--- config.mk ---
export PLATFORM = sky130hd
export DESIGN_NAME = nearest_free_subset_sampler
export DESIGN_NICKNAME = d
export VERILOG_FILES = /design/src/nfss_pkg.sv /design/src/nfss_engine.sv /design/src/nearest_free_subset_sampler.sv
export SDC_FILE = /design/constraint.sdc
export NUM_CORES = 2
export LEC_CHECK = 0
export BUFFER_PORTS_ARGS = -buffer_cell sky130_fd_sc_hd__buf_4
export CAP_MARGIN = 25
export CELL_PAD_IN_SITES_DETAIL_PLACEMENT = 1
export CELL_PAD_IN_SITES_GLOBAL_PLACEMENT = 2
export CORE_ASPECT_RATIO = 0.7
export CORE_UTILIZATION = 39
export DETAILED_ROUTE_END_ITERATION = 6
export MAX_ROUTING_LAYER = met4
export PLACE_DENSITY = 0.76
export SETUP_SLACK_MARGIN = 0.4
export SLEW_MARGIN = 5
export SYNTH_ARGS = -nofsm -noshare
export SYNTH_HDL_FRONTEND = slang
export SYNTH_SLANG_ARGS = --single-unit
--- constraint.sdc ---
create_clock -name clock -period 8.2 [get_ports clock]
set_input_delay 1.23 -clock clock [delete_from_list [all_inputs] [get_ports clock]]
set_output_delay 1.23 -clock clock [all_outputs]
set_load 0.03 [all_outputs]
--- src/nfss_pkg.sv ---
// Shared types and codes of the nearest free subset sampler.
// No dependencies; imported by the engine and the top level.

package nfss_pkg;

   localparam logic [1:0] ACT_CLEAR = 2'd0;
   localparam logic [1:0] ACT_DRAW  = 2'd1;
   localparam logic [1:0] ACT_READ  = 2'd2;

   localparam logic [1:0] STAT_OK    = 2'd0;
   localparam logic [1:0] STAT_EMPTY = 2'd1;
   localparam logic [1:0] STAT_RANGE = 2'd2;
   localparam logic [1:0] STAT_NONE  = 2'd3;

   localparam logic REG_POOL_SIZE = 1'b0;

   localparam logic [10:0] POOL_SIZE_RESET = 11'd1024;

   typedef struct packed {
      logic [1:0] action;
      logic [9:0] draw_key;
      logic       coin;
   } req_type;

   typedef struct packed {
      logic [9:0] chosen_index;
      logic [1:0] status;
      logic       last;
   } res_type;

endpackage

--- src/nfss_engine.sv ---
// Availability bitmap in a word-wide synchronous memory plus the sequencer
// that clears it, searches nearest free indices and reads taken indices.
// Depends on nfss_pkg.

module nfss_engine import nfss_pkg::*; #(
   parameter int MAX_POOL = 1024
) (
   input  logic        clock,
   input  logic        reset,
   input  logic [10:0] pool_size,
   input  logic        req_valid,
   output logic        req_ready,
   input  req_type     req,
   output logic        res_valid,
   input  logic        res_ready,
   output res_type     res
);

   localparam int WORDS       = (MAX_POOL + 31) / 32;
   localparam int AW          = (WORDS > 1) ? $clog2(WORDS) : 1;
   localparam int XW          = AW + 5;
   localparam int LW          = $clog2(MAX_POOL + 1);
   localparam int RESET_LIMIT = (MAX_POOL < 1024) ? MAX_POOL : 1024;

   typedef enum logic [3:0] {
      S_CLR, S_IDLE, S_KEY, S_LO, S_HI, S_PICK, S_FIND, S_LAST, S_RESP
   } state_type;

   function automatic logic [4:0] msb32(logic [31:0] v);
      logic [4:0] r;
      r = '0;
      for (int i = 0; i < 32; i++) begin
         if (v[i]) r = 5'(i);
      end
      return r;
   endfunction

   function automatic logic [4:0] lsb32(logic [31:0] v);
      logic [4:0] r;
      r = '0;
      for (int i = 31; i >= 0; i--) begin
         if (v[i]) r = 5'(i);
      end
      return r;
   endfunction

   function automatic logic [31:0] low_mask(logic [4:0] off);
      return (32'd1 << off) - 32'd1;
   endfunction

   function automatic logic [31:0] above_mask(logic [4:0] off);
      return ~((32'd2 << off) - 32'd1);
   endfunction

   function automatic logic [31:0] limit_mask(logic [AW-1:0] w, logic [XW:0] lim);
      logic [AW:0] lw;
      logic [AW:0] wx;
      lw = lim[XW:5];
      wx = {1'b0, w};
      if (wx < lw) return '1;
      else if (wx == lw) return low_mask(lim[4:0]);
      else return '0;
   endfunction

   logic [31:0] mem [WORDS];
   logic [31:0] rdata_ff;
   logic        mem_we;
   logic [AW-1:0] mem_waddr;
   logic [AW-1:0] mem_raddr;
   logic [31:0] mem_wdata;

   state_type   state_ff, state_in;
   logic [AW-1:0] word_ff, word_in;
   logic [LW-1:0] plim_ff, plim_in;
   logic [LW-1:0] free_count_ff, free_count_in;
   logic [LW-1:0] cursor_ff, cursor_in;
   logic        pend_ff, pend_in;
   logic        first_ff, first_in;
   logic        hi_scan_ff, hi_scan_in;
   logic [XW-1:0] key_ff, key_in;
   logic        coin_ff, coin_in;
   logic        lo_found_ff, lo_found_in;
   logic        hi_found_ff, hi_found_in;
   logic [XW-1:0] lo_idx_ff, lo_idx_in;
   logic [XW-1:0] hi_idx_ff, hi_idx_in;
   logic [31:0] lo_data_ff, lo_data_in;
   logic [31:0] hi_data_ff, hi_data_in;
   res_type     res_ff, res_in;

   logic [XW:0]   plim_x;
   logic [XW:0]   plim_m1;
   logic [AW-1:0] last_word;
   logic [XW-1:0] cur_x;
   logic [XW-1:0] new_key;
   logic [4:0]    koff;
   logic [AW-1:0] key_word;
   logic [31:0]   lo_c;
   logic [31:0]   hi_c;
   logic [31:0]   lim_mask;
   logic [31:0]   taken;
   logic [4:0]    tb;
   logic [XW-1:0] taken_idx;
   logic [XW:0]   taken_next;
   logic [XW-1:0] dl;
   logic [XW-1:0] dh;
   logic          pick_hi;
   logic [XW-1:0] sel_idx;
   logic [31:0]   sel_data;
   logic [31:0]   ps_w;
   logic [31:0]   ps_eff;

   always_ff @(posedge clock) begin
      if (mem_we) mem[mem_waddr] <= mem_wdata;
      rdata_ff <= mem[mem_raddr];
   end

   assign plim_x    = (XW+1)'(plim_ff);
   assign plim_m1   = plim_x - 1'b1;
   assign last_word = plim_m1[XW-1:5];
   assign cur_x     = XW'(cursor_ff);
   assign new_key   = XW'(req.draw_key);
   assign koff      = key_ff[4:0];
   assign key_word  = key_ff[XW-1:5];
   assign lo_c      = rdata_ff & low_mask(koff);
   assign hi_c      = rdata_ff & above_mask(koff);
   assign lim_mask  = limit_mask(word_ff, plim_x);
   assign taken     = ~rdata_ff & lim_mask & (first_ff ? ~low_mask(cur_x[4:0]) : '1);
   assign tb        = lsb32(taken);
   assign taken_idx = {word_ff, tb};
   assign taken_next = {1'b0, taken_idx} + 1'b1;
   assign dl        = key_ff - lo_idx_ff;
   assign dh        = hi_idx_ff - key_ff;
   assign pick_hi   = hi_found_ff && (!lo_found_ff || (dh < dl) || ((dh == dl) && coin_ff));
   assign sel_idx   = pick_hi ? hi_idx_ff : lo_idx_ff;
   assign sel_data  = pick_hi ? hi_data_ff : lo_data_ff;
   assign ps_w      = {21'd0, pool_size};
   assign ps_eff    = (ps_w == 32'd0) ? 32'd1 :
                      (ps_w > 32'(MAX_POOL)) ? 32'(MAX_POOL) : ps_w;

   assign res = res_ff;

   always_comb begin
      state_in      = state_ff;
      word_in       = word_ff;
      plim_in       = plim_ff;
      free_count_in = free_count_ff;
      cursor_in     = cursor_ff;
      pend_in       = pend_ff;
      first_in      = first_ff;
      hi_scan_in    = hi_scan_ff;
      key_in        = key_ff;
      coin_in       = coin_ff;
      lo_found_in   = lo_found_ff;
      hi_found_in   = hi_found_ff;
      lo_idx_in     = lo_idx_ff;
      hi_idx_in     = hi_idx_ff;
      lo_data_in    = lo_data_ff;
      hi_data_in    = hi_data_ff;
      res_in        = res_ff;
      mem_raddr     = word_ff;
      mem_we        = 1'b0;
      mem_waddr     = word_ff;
      mem_wdata     = rdata_ff;
      req_ready     = 1'b0;
      res_valid     = 1'b0;

      unique case (state_ff)
         S_CLR: begin
            mem_we    = 1'b1;
            mem_wdata = lim_mask;
            word_in   = word_ff + 1'b1;
            if (word_ff == AW'(WORDS - 1)) begin
               word_in       = word_ff;
               free_count_in = plim_ff;
               cursor_in     = '0;
               pend_in       = 1'b0;
               state_in      = pend_ff ? S_RESP : S_IDLE;
            end
         end
         S_IDLE: begin
            req_ready = 1'b1;
            if (req_valid) begin
               res_in   = '0;
               state_in = S_RESP;
               case (req.action)
                  ACT_CLEAR: begin
                     plim_in  = LW'(ps_eff);
                     word_in  = '0;
                     pend_in  = 1'b1;
                     state_in = S_CLR;
                  end
                  ACT_DRAW: begin
                     if (free_count_ff == '0) begin
                        res_in.status = STAT_EMPTY;
                     end else if ({22'd0, req.draw_key} >= 32'(plim_ff)) begin
                        res_in.status = STAT_RANGE;
                     end else begin
                        key_in      = new_key;
                        coin_in     = req.coin;
                        word_in     = new_key[XW-1:5];
                        mem_raddr   = new_key[XW-1:5];
                        lo_found_in = 1'b0;
                        hi_found_in = 1'b0;
                        state_in    = S_KEY;
                     end
                  end
                  ACT_READ: begin
                     if (cursor_ff >= plim_ff) begin
                        res_in.status = STAT_NONE;
                        res_in.last   = 1'b1;
                     end else begin
                        word_in   = cur_x[XW-1:5];
                        mem_raddr = cur_x[XW-1:5];
                        first_in  = 1'b1;
                        state_in  = S_FIND;
                     end
                  end
                  default: begin
                     state_in = S_RESP;
                  end
               endcase
            end
         end
         S_KEY: begin
            if (rdata_ff[koff]) begin
               mem_we              = 1'b1;
               mem_wdata           = rdata_ff & ~(32'd1 << koff);
               free_count_in       = free_count_ff - 1'b1;
               res_in.chosen_index = 10'(key_ff);
               state_in            = S_RESP;
            end else begin
               lo_found_in = (lo_c != '0);
               lo_idx_in   = {word_ff, msb32(lo_c)};
               lo_data_in  = rdata_ff;
               hi_found_in = (hi_c != '0);
               hi_idx_in   = {word_ff, lsb32(hi_c)};
               hi_data_in  = rdata_ff;
               hi_scan_in  = (hi_c == '0) && (word_ff != last_word);
               if ((lo_c == '0) && (word_ff != '0)) begin
                  word_in   = word_ff - 1'b1;
                  mem_raddr = word_ff - 1'b1;
                  state_in  = S_LO;
               end else if ((hi_c == '0) && (word_ff != last_word)) begin
                  word_in   = word_ff + 1'b1;
                  mem_raddr = word_ff + 1'b1;
                  state_in  = S_HI;
               end else begin
                  state_in = S_PICK;
               end
            end
         end
         S_LO: begin
            if ((rdata_ff != '0) || (word_ff == '0)) begin
               lo_found_in = (rdata_ff != '0);
               lo_idx_in   = {word_ff, msb32(rdata_ff)};
               lo_data_in  = rdata_ff;
               if (hi_scan_ff) begin
                  word_in   = key_word + 1'b1;
                  mem_raddr = key_word + 1'b1;
                  state_in  = S_HI;
               end else begin
                  state_in = S_PICK;
               end
            end else begin
               word_in   = word_ff - 1'b1;
               mem_raddr = word_ff - 1'b1;
            end
         end
         S_HI: begin
            if ((rdata_ff != '0) || (word_ff == last_word)) begin
               hi_found_in = (rdata_ff != '0);
               hi_idx_in   = {word_ff, lsb32(rdata_ff)};
               hi_data_in  = rdata_ff;
               state_in    = S_PICK;
            end else begin
               word_in   = word_ff + 1'b1;
               mem_raddr = word_ff + 1'b1;
            end
         end
         S_PICK: begin
            mem_we              = 1'b1;
            mem_waddr           = sel_idx[XW-1:5];
            mem_wdata           = sel_data & ~(32'd1 << sel_idx[4:0]);
            free_count_in       = free_count_ff - 1'b1;
            res_in.chosen_index = 10'(sel_idx);
            state_in            = S_RESP;
         end
         S_FIND: begin
            first_in = 1'b0;
            if (taken != '0) begin
               res_in.chosen_index = 10'(taken_idx);
               cursor_in           = LW'(taken_next);
               if ((taken & above_mask(tb)) != '0) begin
                  res_in.last = 1'b0;
                  state_in    = S_RESP;
               end else if (word_ff == last_word) begin
                  res_in.last = 1'b1;
                  state_in    = S_RESP;
               end else begin
                  word_in   = word_ff + 1'b1;
                  mem_raddr = word_ff + 1'b1;
                  state_in  = S_LAST;
               end
            end else if (word_ff == last_word) begin
               res_in.status = STAT_NONE;
               res_in.last   = 1'b1;
               state_in      = S_RESP;
            end else begin
               word_in   = word_ff + 1'b1;
               mem_raddr = word_ff + 1'b1;
            end
         end
         S_LAST: begin
            if (taken != '0) begin
               res_in.last = 1'b0;
               state_in    = S_RESP;
            end else if (word_ff == last_word) begin
               res_in.last = 1'b1;
               state_in    = S_RESP;
            end else begin
               word_in   = word_ff + 1'b1;
               mem_raddr = word_ff + 1'b1;
            end
         end
         S_RESP: begin
            res_valid = 1'b1;
            if (res_ready) state_in = S_IDLE;
         end
         default: begin
            state_in = S_IDLE;
         end
      endcase
   end

   always_ff @(posedge clock) begin
      if (reset) begin
         state_ff      <= S_CLR;
         word_ff       <= '0;
         plim_ff       <= LW'(RESET_LIMIT);
         free_count_ff <= LW'(RESET_LIMIT);
         cursor_ff     <= '0;
         pend_ff       <= 1'b0;
         first_ff      <= 1'b0;
         hi_scan_ff    <= 1'b0;
      end else begin
         state_ff      <= state_in;
         word_ff       <= word_in;
         plim_ff       <= plim_in;
         free_count_ff <= free_count_in;
         cursor_ff     <= cursor_in;
         pend_ff       <= pend_in;
         first_ff      <= first_in;
         hi_scan_ff    <= hi_scan_in;
      end
      key_ff      <= key_in;
      coin_ff     <= coin_in;
      lo_found_ff <= lo_found_in;
      hi_found_ff <= hi_found_in;
      lo_idx_ff   <= lo_idx_in;
      hi_idx_ff   <= hi_idx_in;
      lo_data_ff  <= lo_data_in;
      hi_data_ff  <= hi_data_in;
      res_ff      <= res_in;
   end

endmodule

--- src/nearest_free_subset_sampler.sv ---
// Top level of the nearest free subset sampler: register port, request and
// response streams, output register. Depends on nfss_pkg and nfss_engine.
//
//   channel   direction  handshake                 payload
//   req_*     in         tvalid/tready             tdata: key, coin; tuser: action
//   rsp_*     out        tvalid/tready             tdata: index, status; tlast
//   csr_*     in         psel/penable/pwrite       pool_size at byte address 0
//
// Bitmap words of 32 indices sit in one memory, one word read per cycle.
// Clear writes every bitmap word in turn. Draw reads the key's word and, when the
// key is taken, scans words down and up for the nearest free index before picking;
// a rejected draw goes straight to the response. Read scans words from the cursor.
// After reset a clearing pass over every bitmap word runs before requests are taken.
// A finished response waits in the output register while the next request is taken.

module nearest_free_subset_sampler import nfss_pkg::*; #(
   parameter int MAX_POOL = 1024
) (
   input  logic        clock,
   input  logic        reset,
   input  logic        req_tvalid,
   output logic        req_tready,
   input  logic [15:0] req_tdata,    // [9:0] draw_key, [10] coin, [15:11] zero
   input  logic [1:0]  req_tuser,    // [1:0] action
   output logic        rsp_tvalid,
   input  logic        rsp_tready,
   output logic [15:0] rsp_tdata,    // [9:0] chosen_index, [11:10] status, [15:12] zero
   output logic        rsp_tlast,
   input  logic        csr_psel,
   input  logic        csr_penable,
   input  logic        csr_pwrite,
   input  logic [2:0]  csr_paddr,
   input  logic [31:0] csr_pwdata,
   output logic [31:0] csr_prdata,
   output logic        csr_pready
);

   logic [10:0] pool_size_ff;
   logic        rsp_valid_ff;
   res_type     rsp_ff;
   req_type     eng_req;
   res_type     eng_res;
   logic        eng_res_valid;
   logic        eng_res_ready;
   logic        csr_write;

   assign csr_pready = 1'b1;
   assign csr_write  = csr_psel && csr_penable && csr_pwrite && csr_pready
                       && (csr_paddr[2] == REG_POOL_SIZE);
   assign csr_prdata = (csr_paddr[2] == REG_POOL_SIZE) ? {21'd0, pool_size_ff} : 32'd0;

   assign eng_req.action   = req_tuser;
   assign eng_req.draw_key = req_tdata[9:0];
   assign eng_req.coin     = req_tdata[10];

   assign eng_res_ready = !rsp_valid_ff || rsp_tready;

   assign rsp_tvalid = rsp_valid_ff;
   assign rsp_tdata  = {4'd0, rsp_ff.status, rsp_ff.chosen_index};
   assign rsp_tlast  = rsp_ff.last;

   nfss_engine #(
      .MAX_POOL (MAX_POOL)
   ) u_engine (
      .clock     (clock),
      .reset     (reset),
      .pool_size (pool_size_ff),
      .req_valid (req_tvalid),
      .req_ready (req_tready),
      .req       (eng_req),
      .res_valid (eng_res_valid),
      .res_ready (eng_res_ready),
      .res       (eng_res)
   );

   always_ff @(posedge clock) begin
      if (reset) begin
         pool_size_ff <= POOL_SIZE_RESET;
         rsp_valid_ff <= 1'b0;
      end else begin
         if (csr_write) pool_size_ff <= csr_pwdata[10:0];
         if (eng_res_ready) rsp_valid_ff <= eng_res_valid;
      end
      if (eng_res_ready && eng_res_valid) rsp_ff <= eng_res;
   end

endmodule

==> Flow_metrics.wiki <==
{| class="wikitable"
! Metric !! Value
|-
| Vias in the first global route || slightly below 50,000
|-
| EDFF count, synth || about 1,100
|-
| Cell area after placement || between 0.06 and 0.07 mm²
|-
| Share of cells above drive strength 1 || a little over a quarter
|-
| Portion of synthesized cell area occupied by the leading cell type || 57.25%
|-
| Hold buffers post-CTS || 0
|-
| Yosys synthesis warning count || 0
|-
| Via count || a little over 50,000
|-
| H-tree levels || 3
|-
| Part of the power in combinational logic || about half
|-
| Cells taking the most area after synthesis || sky130_fd_sc_hd__edfxtp_1 (57%), sky130_fd_sc_hd__o2111ai_1 (5.6%), sky130_fd_sc_hd__o21ai_0 (3.7%)
|-
| Initial Utilization || 39.32%
|-
| Die X || 471.4 µm
|-
| Clock network fraction of design power || between 20% and 30%
|-
| Final GP Congestion || about 1
|-
| Post-route fraction of the period consumed by the critical path || 112.8%
|-
| Cell count after synthesis || roughly 5,200
|-
| Number of nets at the end of the flow || between 5,000 and 6,000
|-
| Global-route wire length before repair || around 360,000 µm
|-
| Global-route usage over all layers || between 30% and 40%
|-
| Critical path data arrival time || roughly 10 ns
|-
| Number of clock buffers inserted by TritonCTS || ~120
|-
| DRT Pass-1 Iters || 6
|-
| Flip-flop and latch count after synthesis || approximately 1,200
|-
| Clock edge transition at the registers on the reported setup and hold paths || around 0.060 ns
|-
| Sum of net half-perimeters after detailed placement || approximately 160,000 µm
|-
| Final worst-path setup slack || -1.053 ns
|-
| Ports || 112
|-
| Cell repeated most along the worst path || sky130_fd_sc_hd__buf_6
|-
| Port buffer count || between 50 and 60
|-
| Worst slack, placed || -1.397 ns
|-
| Bufs and invs on worst path || 11
|-
| Top cell type by total area after synthesis || sky130_fd_sc_hd__edfxtp_1
|-
| Highest clock rate || ~110 MHz
|-
| CP max stage cell || sky130_fd_sc_hd__or4_4
|-
| Setup repair after global routing missed its margin || true
|-
| Number of max-slew violations in the final report || 0
|-
| Final setup violation count || 37
|-
| Hold violation total from the final report || 0
|-
| Maximum number of pins on one net before global-route repair || 56
|-
| Internal Dissipation || between 15,000 and 20,000 µW
|-
| Worst IR Drop VDD || 0.0002388 V
|-
| Most common library cell in the layout ignoring fill and taps || sky130_fd_sc_hd__edfxtp_1
|-
| WHS Path Cells || 0
|-
| Placed instance count || approximately 7,600
|-
| Terminus of the critical flop-to-flop path || u_engine.rdata_ff[26]
|-
| Slew of the pin with the lowest slew margin || 1.179 ns
|-
| Layout area overhead || 29.57%
|-
| Average cell area after synthesis || ~12 µm²
|-
| DRC || 0
|-
| Most frequent cells in the layout || sky130_fd_sc_hd__edfxtp_1 (1,147), sky130_fd_sc_hd__buf_4 (654), sky130_fd_sc_hd__inv_1 (437)
|-
| DRT iter0 DRCs || between 7,000 and 8,000
|-
| Later-pin clock latency in the skew report || just under 0.8 ns
|-
| Result of the run || finished, violations left
|-
| Worst Setup SP || u_engine.cursor_ff[3]
|-
| Category of the critical setup timing path || flip-flop to flip-flop
|-
| Static power due to leakage || between 0.02 and 0.03 µW
|-
| Summed area of non-filler cells in the final layout || 0.07795 mm²
|-
| Number of cells on the worst reg-to-reg path || between 40 and 50
|-
| Async set-or-reset flop fraction in the synthesized netlist || 0%
|-
| Total power after layout || approximately 27,000 µW
|-
| Average detailed-routed wire length per instance || 32.87 µm
|-
| Fraction of the yosys area taken by sequential cells || roughly 60%
|-
| Worst Hold Path EP || rsp_tdata[9]
|-
| Worst hold margin || ~0.42 ns
|-
| CTS tree || done
|-
| Vias per cell || about 6.4
|-
| Worst reg2reg path startpoint || u_engine.cursor_ff[3]
|-
| Max Cap Viol || 0
|-
| Worst Setup Start Kind || flip-flop
|-
| Total power divided by cell area || 350.2 mW/mm²
|-
| WP data required || between 8 and 9 ns
|-
| Switching Fraction || between 30% and 40%
|-
| Maximum single-stage delay on the critical path || 0.54 ns
|-
| Final cell count without fillers || about 8,000
|-
| Num Clock Sinks || between 1,000 and 1,500
|-
| Cell area after synthesis || 0.06016 mm²
|-
| Die Y || around 330 µm
|-
| Gr ovfl total || 0
|-
| Internal reg-to-reg setup slack || -1.05 ns
|-
| Maximum number of buffers from clock root to sink || 3
|-
| Main synth FF type || sky130_fd_sc_hd__edfxtp_1
|-
| Antenna violation net count after detailed routing || 0
|-
| Filler cell count || 15,493
|-
| Worst path top cell family by delay || simple AND/OR/NAND/NOR gates
|-
| Multi-input gate area in the final layout || around 0.023 mm²
|-
| Peak fanout along the critical path || 8
|-
| CTS Root Cell || sky130_fd_sc_hd__clkbuf_16
|-
| Violations in the final reports || negative setup slack
|-
| Footprint of the flip-flops and latches || roughly 0.036 mm²
|-
| Type of the worst min-delay path || flip-flop to flip-flop
|-
| Core Box Area || roughly 0.15 mm²
|-
| Type of element capturing the critical path || flip-flop
|-
| Final period demand of the worst path || approximately 9 ns
|-
| Max_slew headroom || 21.40%
|-
| Row cnt || 120
|-
| Initial antenna violation count || 6
|-
| Final wirelength || between 200,000 and 300,000 µm
|-
| Switching Power || ~11,000 µW
|-
| Die Area || approximately 0.16 mm²
|-
| Clk_skew || about 0.044 ns
|-
| Part of the total power dissipated in sequential elements || roughly 30%
|-
| Count of unique library cells instantiated by Yosys || approximately 110
|-
| Min-delay src || u_engine.res[12]
|}
## metrics by stage
stage	utilization, %	setup TNS [ns]
global route	50.95	-40.52
finish	50.95	-29.71
global placement	44.79	-42.94
floorplan	-	0
CTS	49.15	-21.59
detailed placement	44.82	-42.95
## sequential cells by signal, indices dropped and copies added, names as in the netlist, 11 cells and up
register and cells:
pool_size_ff 11, rsp_tdata 12, u_engine.cursor_ff 11, u_engine.free_count_ff 11, u_engine.hi_data_ff 32, u_engine.lo_data_ff 32
u_engine.mem 1024, u_engine.plim_ff 11, u_engine.rdata_ff 32, u_engine.res 13
## power by group through the flow
stage	sequential (µW)	clock [µW]	combinational [µW]
after global routing	8120	6140	13700
after floorplan	8040	0	5010
after CTS	8100	5910	11600
after detailed placement	8230	0	10100
after global placement	8220	0	9880
final	8130	5880	13300
## worst max path at each step
stage	cells past startpoint	to	slack, ns
finish	44	u_engine.rdata_ff[26]	-1.05
global route	44	u_engine.rdata_ff[26]	-1.29
CTS	41	u_engine.rdata_ff[5]	-0.73
detailed placement	46	u_engine.rdata_ff[18]	-1.40
global placement	43	u_engine.rdata_ff[7]	-1.36
floorplan	37	u_engine.rdata_ff[0]	0.12
## final cells by class
| class | instances | share of cell area, % |
|---|---|---|
| Sequential cell | 1236 | 46.47 |
| Multi-Input combinational cell | 3129 | 29.92 |
| Timing Repair Buffer | 921 | 12.94 |
| Clock buffer | 156 | 4.287 |
| Tap cell | 2013 | 3.231 |
| Inverter | 445 | 2.157 |
| Clock inverter | 72 | 0.9775 |
| Antenna cell | 4 | 0.01284 |
## cells in the mapped netlist, drive strengths merged, types with 14 or more instances
library cell,instances
a211oi,30
a21o,20
a21oi,321
a221o,42
a22o,38
a22oi,25
a31oi,32
and2,29
and3,30
buf,138
clkbuf,306
dfxtp,89
edfxtp,1147
ha,73
inv,443
mux2,33
mux2i,81
nand2,340
nand2b,29
nand3,64
nand4,86
nor2,251
nor2b,38
nor3,72
nor4,63
o2111ai,388
o211a,39
o211ai,37
o21a,26
o21ai,550
o21bai,20
o22ai,18
o311ai,29
o31ai,16
or2,26
or3,30
xnor2,35
xor2,14
## timing repair
action	CTS	global route
pin swaps	113	177
cloned	28	33
gates resized for setup	222	368
buffers inserted	78	41
endpoints found under the setup margin	42	42
## layer usage
metal / wire length, µm / vias up / global-route usage [%]
li1: - / 21361 / -
met1: 117300 / 26441 / 49.12
met2: 106700 / 2950 / 43.99
met3: 30810 / 450 / 7.140
met4: 7363 / 0 / 7.847
met5: 0 / - / -
## kinds of logic after synthesis
group / after synthesis / synth area share [%]
buf+inv: 889 / 5.998
xor+xnor: 49 / 0.7134
mux: 124 / 2.340
flops: 1236 / 60.21
compound gates: 1739 / 19.71
fa+ha+maj: 75 / 1.585
simple gates: 1115 / 9.430
other cells: 2 / 0.01248
Power figures use the tool's default switching activity.
